[config.mk]
export PLATFORM = sky130hd
export DESIGN_NAME = dbir_seq
export DESIGN_NICKNAME = d
export VERILOG_FILES = /design/src/rtl/dbir_pkg.sv /design/src/rtl/dbir_seq.sv
export SDC_FILE = /design/constraint.sdc
export NUM_CORES = 1
export LEC_CHECK = 0
export BUFFER_PORTS_ARGS = -buffer_cell sky130_fd_sc_hd__buf_2
export CORE_MARGIN = 3
export CORE_UTILIZATION = 40
export CTS_CLUSTER_SIZE = 28
export DETAILED_ROUTE_END_ITERATION = 10
export GPL_ROUTABILITY_DRIVEN = 1
export PLACE_DENSITY_LB_ADDON = 0.05
export SYNTH_ARGS = -nofsm -noshare
export SYNTH_HDL_FRONTEND = slang
export SYNTH_SLANG_ARGS = --single-unit
[constraint.sdc]
create_clock -name i_clk -period 7 [get_ports i_clk]
set_input_delay 0.7 -clock i_clk [delete_from_list [all_inputs] [get_ports i_clk]]
set_output_delay 0.7 -clock i_clk [all_outputs]
set_load 0.01 [all_outputs]
[src/rtl/dbir_pkg.sv]
package dbir_pkg;

    // Default sizing of the block store
    localparam int MAX_CHANNELS_DEF    = 8;
    localparam int MAX_BLOCK_BYTES_DEF = 4096;
    localparam int MAX_STEP_DEF        = 8;

    localparam int BYTE_W = 8;

    // Register field widths
    localparam int FC_W  = 4;
    localparam int BS_W  = 13;
    localparam int OC_W  = 4;
    localparam int ST_W  = 4;
    localparam int DL_W  = 48;

    localparam int CFG_IDX_W  = 3;
    localparam int CFG_DATA_W = 48;

    localparam logic [FC_W-1:0] FC_RST = 4'd2;
    localparam logic [BS_W-1:0] BS_RST = 13'd4096;
    localparam logic [OC_W-1:0] OC_RST = 4'd2;
    localparam logic [ST_W-1:0] ST_RST = 4'd1;

    typedef enum logic [CFG_IDX_W-1:0] {
        CFG_FILE_CH    = 3'd0,
        CFG_BLOCK_SIZE = 3'd1,
        CFG_OUT_CH     = 3'd2,
        CFG_STEP       = 3'd3,
        CFG_DESC       = 3'd4,
        CFG_BREV       = 3'd5,
        CFG_DATA_LEN   = 3'd6
    } t_cfg_idx;

    typedef enum logic {
        OP_LOAD = 1'b0,
        OP_READ = 1'b1
    } t_opcode;

    typedef enum logic [1:0] {
        ST_OK          = 2'd0,
        ST_NO_BLOCK    = 2'd1,
        ST_END_OF_DATA = 2'd2
    } t_status;

    // Status from the frame sequencer to the top level
    typedef struct packed {
        logic busy;     // frame read in progress
        logic consume;  // the block was read to its end
    } t_seq_stat;

endpackage

[src/rtl/dbir_seq.sv]
module dbir_seq #(
    parameter int MAX_CHANNELS    = dbir_pkg::MAX_CHANNELS_DEF,
    parameter int MAX_BLOCK_BYTES = dbir_pkg::MAX_BLOCK_BYTES_DEF,
    parameter int MAX_STEP        = dbir_pkg::MAX_STEP_DEF,
    parameter int AW  = $clog2(MAX_CHANNELS * MAX_BLOCK_BYTES),
    parameter int BW  = $clog2(MAX_BLOCK_BYTES + 1),
    parameter int CW  = $clog2(MAX_CHANNELS + 1),
    parameter int STW = $clog2(MAX_STEP + 1)
) (
    input  logic                         i_clk,
    input  logic                         i_rst_n,
    input  logic                         i_start,
    input  logic                         i_block_ready,
    input  logic [CW-1:0]                i_oc,
    input  logic [STW-1:0]               i_st,
    input  logic [BW-1:0]                i_bs,
    input  logic [AW:0]                  i_total,
    input  logic                         i_desc,
    input  logic                         i_brev,
    input  logic [dbir_pkg::DL_W-1:0]    i_dlen,
    output logic                         o_rd_en,
    output logic [AW-1:0]                o_rd_addr,
    input  logic [dbir_pkg::BYTE_W-1:0]  i_rd_data,
    output logic                         o_m_tvalid,
    input  logic                         i_m_tready,
    output logic [dbir_pkg::BYTE_W-1:0]  o_m_tdata,
    output logic [1:0]                   o_m_tuser,
    output logic                         o_m_tlast,
    output dbir_pkg::t_seq_stat          o_stat
);

    import dbir_pkg::*;

    localparam int SW    = $clog2(MAX_BLOCK_BYTES + MAX_STEP);
    localparam int CMP_W = DL_W + 1;

    typedef enum logic [1:0] {
        S_IDLE,
        S_CHECK,
        S_RUN,
        S_DRAIN
    } t_state;

    typedef struct packed {
        logic [BYTE_W-1:0] data;
        t_status           code;
        logic              last;
    } t_beat;

    function automatic logic [BYTE_W-1:0] flip_bits(input logic [BYTE_W-1:0] b);
        logic [BYTE_W-1:0] r;
        for (int k = 0; k < BYTE_W; k++) begin
            r[BYTE_W-1-k] = b[k];
        end
        return r;
    endfunction

    t_state              r_state, n_state;
    logic [BW-1:0]       r_rp, n_rp;
    logic [DL_W-1:0]     r_cons, n_cons;
    logic [CW-1:0]       r_ch, n_ch;
    logic [STW-1:0]      r_j, n_j;
    logic [AW-1:0]       r_base, n_base;
    logic                r_pend, n_pend;
    logic                r_pend_zero, n_pend_zero;
    logic                r_pend_last, n_pend_last;
    logic [1:0]          r_cnt, n_cnt;
    logic                r_wr_ptr, n_wr_ptr;
    logic                r_rd_ptr, n_rd_ptr;
    t_beat               r_q [2];

    logic                w_pop, w_space, w_push, w_push_st, w_issue, w_consume;
    logic [2:0]          w_occ;
    t_status             w_code;
    t_beat               w_beat;
    logic [STW-1:0]      w_k;
    logic [SW-1:0]       w_seg, w_rp_nx;
    logic                w_seg_ok, w_last_j, w_last_ch, w_end;
    logic [CMP_W-1:0]    w_pos;
    logic [BYTE_W-1:0]   w_byte;

    // Two-entry output buffer; a read is issued only when its beat has room
    assign w_pop   = (r_cnt != 2'd0) && i_m_tready;
    assign w_occ   = 3'(r_cnt) + 3'(r_pend) - 3'(w_pop);
    assign w_space = w_occ < 3'd2;

    // Shared address path: segment base plus offset in the segment
    assign w_k       = i_desc ? (i_st - STW'(1) - r_j) : r_j;
    assign w_seg     = SW'(r_rp) + SW'(w_k);
    assign w_seg_ok  = w_seg < SW'(i_bs);
    assign w_last_j  = r_j == i_st - STW'(1);
    assign w_last_ch = r_ch == i_oc - CW'(1);
    assign w_rp_nx   = SW'(r_rp) + SW'(i_st);

    assign w_pos = {1'b0, r_cons} + CMP_W'(r_rp);
    assign w_end = (i_dlen != '0) && (w_pos >= {1'b0, i_dlen});

    assign o_rd_en   = w_issue && w_seg_ok;
    assign o_rd_addr = r_base + AW'(w_seg);

    always_comb begin
        n_state     = r_state;
        n_rp        = r_rp;
        n_cons      = r_cons;
        n_ch        = r_ch;
        n_j         = r_j;
        n_base      = r_base;
        n_pend      = 1'b0;
        n_pend_zero = r_pend_zero;
        n_pend_last = r_pend_last;
        w_push_st   = 1'b0;
        w_code      = ST_OK;
        w_issue     = 1'b0;
        w_consume   = 1'b0;
        case (r_state)
            S_IDLE: begin
                if (i_start) begin
                    n_state = S_CHECK;
                    n_ch    = '0;
                    n_j     = '0;
                    n_base  = '0;
                end
            end
            S_CHECK: begin
                if (!i_block_ready) begin
                    w_code = ST_NO_BLOCK;
                    if (w_space) begin
                        w_push_st = 1'b1;
                        n_state   = S_IDLE;
                    end
                end else if (w_end) begin
                    w_code = ST_END_OF_DATA;
                    if (w_space) begin
                        w_push_st = 1'b1;
                        n_state   = S_IDLE;
                    end
                end else begin
                    n_state = S_RUN;
                end
            end
            S_RUN: begin
                if (w_space) begin
                    w_issue     = 1'b1;
                    n_pend      = 1'b1;
                    n_pend_zero = !w_seg_ok;
                    n_pend_last = w_last_j && w_last_ch;
                    if (w_last_j) begin
                        n_j    = '0;
                        n_ch   = r_ch + CW'(1);
                        n_base = r_base + AW'(i_bs);
                        if (w_last_ch) begin
                            // Frame done: advance the position, wrap at block end
                            n_state = S_DRAIN;
                            if (w_rp_nx >= SW'(i_bs)) begin
                                n_rp      = '0;
                                w_consume = 1'b1;
                                n_cons    = r_cons + DL_W'(i_total);
                            end else begin
                                n_rp = BW'(w_rp_nx);
                            end
                        end
                    end else begin
                        n_j = r_j + STW'(1);
                    end
                end
            end
            S_DRAIN: begin
                n_state = S_IDLE;
            end
            default: begin
                n_state = S_IDLE;
            end
        endcase
    end

    assign w_byte = r_pend_zero ? '0 : i_rd_data;
    assign w_push = r_pend || w_push_st;

    always_comb begin
        if (r_pend) begin
            w_beat.data = i_brev ? flip_bits(w_byte) : w_byte;
            w_beat.code = ST_OK;
            w_beat.last = r_pend_last;
        end else begin
            w_beat.data = '0;
            w_beat.code = w_code;
            w_beat.last = 1'b1;
        end
    end

    assign n_cnt    = r_cnt + 2'(w_push) - 2'(w_pop);
    assign n_wr_ptr = r_wr_ptr ^ w_push;
    assign n_rd_ptr = r_rd_ptr ^ w_pop;

    always_ff @(posedge i_clk) begin
        if (!i_rst_n) begin
            r_state     <= S_IDLE;
            r_rp        <= '0;
            r_cons      <= '0;
            r_ch        <= '0;
            r_j         <= '0;
            r_base      <= '0;
            r_pend      <= 1'b0;
            r_pend_zero <= 1'b0;
            r_pend_last <= 1'b0;
            r_cnt       <= '0;
            r_wr_ptr    <= 1'b0;
            r_rd_ptr    <= 1'b0;
        end else begin
            r_state     <= n_state;
            r_rp        <= n_rp;
            r_cons      <= n_cons;
            r_ch        <= n_ch;
            r_j         <= n_j;
            r_base      <= n_base;
            r_pend      <= n_pend;
            r_pend_zero <= n_pend_zero;
            r_pend_last <= n_pend_last;
            r_cnt       <= n_cnt;
            r_wr_ptr    <= n_wr_ptr;
            r_rd_ptr    <= n_rd_ptr;
        end
        if (w_push) begin
            r_q[r_wr_ptr] <= w_beat;
        end
    end

    assign o_m_tvalid     = r_cnt != 2'd0;
    assign o_m_tdata      = r_q[r_rd_ptr].data;
    assign o_m_tuser      = r_q[r_rd_ptr].code;
    assign o_m_tlast      = r_q[r_rd_ptr].last;
    assign o_stat.busy    = r_state != S_IDLE;
    assign o_stat.consume = w_consume;

endmodule

==> out/results.ini <==
[synthesis]
synth_nets = 1573
async_flop_share_pct = 0
synth_cell_types = 74
synth_edf_count = 22
synth_area_um2 = 10700
syn_avg_cell_area_um2 = 8.11
yosysSeqAreaShare_pct = 23.8
synth-seq-cells = 116
ys_top_cells_by_area = dfxtp_1, ha_1, edfxtp_1, xnor2_1, nand2_1
yosys_warnings = 0
syn_inst = 1317
yosys.area.top_type_share_pct = 17.6
synth_top_area_cell = dfxtp_1
synthFlopType = dfxtp_1

[clocking]
clk_latency_ns = 0.43
post-cts-setup-buffers = 0
cts_resized = 0
cts_tree = built
cts.path.max_buffers = 2
path_clk_slew_ns = 0.06
h-tree-depth = 4
root_buffer = clkbuf_16
cts_sinks = 116
cts_buffers = 17
cts_hold_buf = 0

[cells_and_area]
layout.nets = 1683
final_cells = 1775
drive_gt1_share_pct = 13.9
area_growth_pct = 14.3
antennaDiodeCount = 0

[timing]
setup_ws_ns = 0.689
slew_violations = 0
setup_viol = 0
hold_viol = 0
skew_ns = 0.00988
min_period_ns = 6.31
fmax_mhz = 158
rsz0062_at_grt = no
fin_tns_setup_ns = 0
relSlewSlack_pct = 24.0
timing.final.crit_share_pct = 90.2
holdWs_ns = 0.478
worst_pin_slew_ns = 1.14

[run_status]
status = finished, final reports clean

[placement]
dpl_worst_slack_ns = 0.751
portBuffers = 129
gp_congestion = 0.883
place_hpwl_mm = 23.5
dp_cells = 1743

[grt]
grt_overflow = 0
grt_pass1_vias = 9014
antenna_found_initial = 0
grt_util_all_layers_pct = 20.6
grt_start_max_net_pins = 53
grt_pass1_wl_mm = 47.5

[pwr]
power_density_nw_per_um2 = 167
p_leak_nw = 5.70
ir_drop_mv = 0.132
p_total_mw = 2.04

[critical_path]
crit_path_max_fanout = 5
critPathSlowestCell = o41ai_1
max_stage_delay_ns = 0.71
worst-path-buf-inv = 1
crit_arrival_ns = 6.60
crit_family = compound AO/OA/AOI/OAI gates
critPathRequiredTime_ns = 7.29
worstSetupEndpointType = flop
start_kind = flop
worstSetupPathType = reg2reg

[floorplan]
core_area_um2 = 26100
die_h_um = 169
start_util_pct = 40.9
die_x_um = 169
row_count = 59
io_pins = 130
die-area_um2 = 28700

[drt]
wl_mm = 29.8
top_layer = met4
vias = 9586
wl_met3_mm = 1.05
wl_met2_mm = 13.9
dr.pass1.iters = 5
drcViolationCount = 0
ant_nets = 0
drt-vias-per-instance = 5.40
drt-met1-wl_mm = 14.4
drtIter0Drc = 618
wl_per_cell_um = 16.8

[min_path]
hold_class = reg2reg

[job]
max_cap_violations = 0

[layout by cell type, fill, tap and decap left out, types with 8 or more instances in the layout]
cell,count
dfxtp_1,94
mux2i_1,15
o21ai_0,40
o31ai_1,10
a22o_1,13
nand4_1,35
nor2b_1,10
o211ai_1,15
inv_1,100
ha_1,148
o21a_1,10
or4_1,8
nor3_1,23
fa_1,8
mux2_2,11
nor2_1,104
o41ai_1,8
nor4_1,22
nand3_1,44
xor2_1,53
edfxtp_1,22
a21oi_1,97
inv_8,8
nand2b_1,33
and3_1,9
clkbuf_16,17
buf_2,129
xnor2_1,69
a21o_1,30
nand2_1,131
[cell families (layout without fill, tap and decap cells)]
family | after synthesis | after routing | share of synthesized area (%)
AOI/OAI and AO/OA | 290 | 290 | 18.1
xor gates and xnor gates | 123 | 123 | 10.2
muxes | 26 | 26 | 2.56
adders and majority gates | 156 | 156 | 18.8
buffers and inverters | 146 | 269 | 5.34
DFF | 116 | 116 | 23.8
and+or+nand+nor | 460 | 460 | 21.3
[synthesized netlist by cell type (8+ instances only)]
| cell | count |
|---|---|
| buf_2 | 15 |
| nand4_1 | 35 |
| fa_1 | 8 |
| and3_1 | 9 |
| xor2_1 | 53 |
| edfxtp_1 | 22 |
| inv_1 | 101 |
| mux2_2 | 11 |
| o211ai_1 | 15 |
| nor3_1 | 23 |
| clkbuf_1 | 26 |
| o21ai_0 | 40 |
| a21o_1 | 30 |
| a21oi_1 | 97 |
| ha_1 | 148 |
| nor2b_1 | 10 |
| xnor2_1 | 69 |
| nand2b_1 | 33 |
| nor2_1 | 104 |
| o21a_1 | 10 |
| o41ai_1 | 8 |
| a22o_1 | 13 |
| o31ai_1 | 10 |
| or4_1 | 8 |
| mux2i_1 | 15 |
| nand3_1 | 44 |
| dfxtp_1 | 94 |
| nand2_1 | 131 |
| nor4_1 | 22 |
[state kept, by name (all words and copies together) (netlist names), named ones only]
name	cells
r_cons	48
r_q	22
r_base	15
r_rp	13
r_ch	4
r_j	4
r_cnt	2
r_pend	1
r_pend_last	1
r_pend_zero	1
r_rd_ptr	1
r_state	1
r_wr_ptr	1
[worst min-delay path, stage by stage, from the launching register on]
cell	delay (ns)
dfxtp_1	0.32
nand2_1	0.06
a21oi_1	0.05
[final cells by class]
type / count / area, um2
clock buffers: 17 / 425
clock inverters: 15 / 174
fillers: 2633 / 13900
inverters: 101 / 379
multi-input cells: 1055 / 7580
flip-flops and latches: 116 / 2540
well taps: 335 / 419
repair buffers: 136 / 698
[routing by layer]
| layer | vias to the layer above | track usage [%] |
|---|---|---|
| li1 | 4972 | - |
| met1 | 4386 | 28.4 |
| met2 | 197 | 34.0 |
| met3 | 31 | 3.05 |
| met4 | 0 | 5.41 |
| met5 | - | 0 |
[metrics by stage]
stage               util (%)  area, um2
floorplan                  -      10700
global placement        44.5      11600
detailed placement      44.5      11600
CTS                     46.8      12200
global route            46.8      12200
finish                  46.8      12200
[power breakdown]
part | internal (mW) | total, mW | switching [mW]
clock network | 0.485 | 0.900 | 0.415
logic | 0.174 | 0.403 | 0.229
registers | 0.709 | 0.736 | 0.0276
[path summary, 6_finish.rpt]
check	startpoint	end	slack (ns)	depth (start not counted)
min	r_pend_last	r_pend_last	0.48	2
max	r_rp[0]	r_cnt[1]	0.69	25
min reg2reg	r_pend_last	r_pend_last	0.48	2
max reg2reg	r_rp[0]	r_cnt[1]	0.69	25
(Power assumes the default switching activity.)
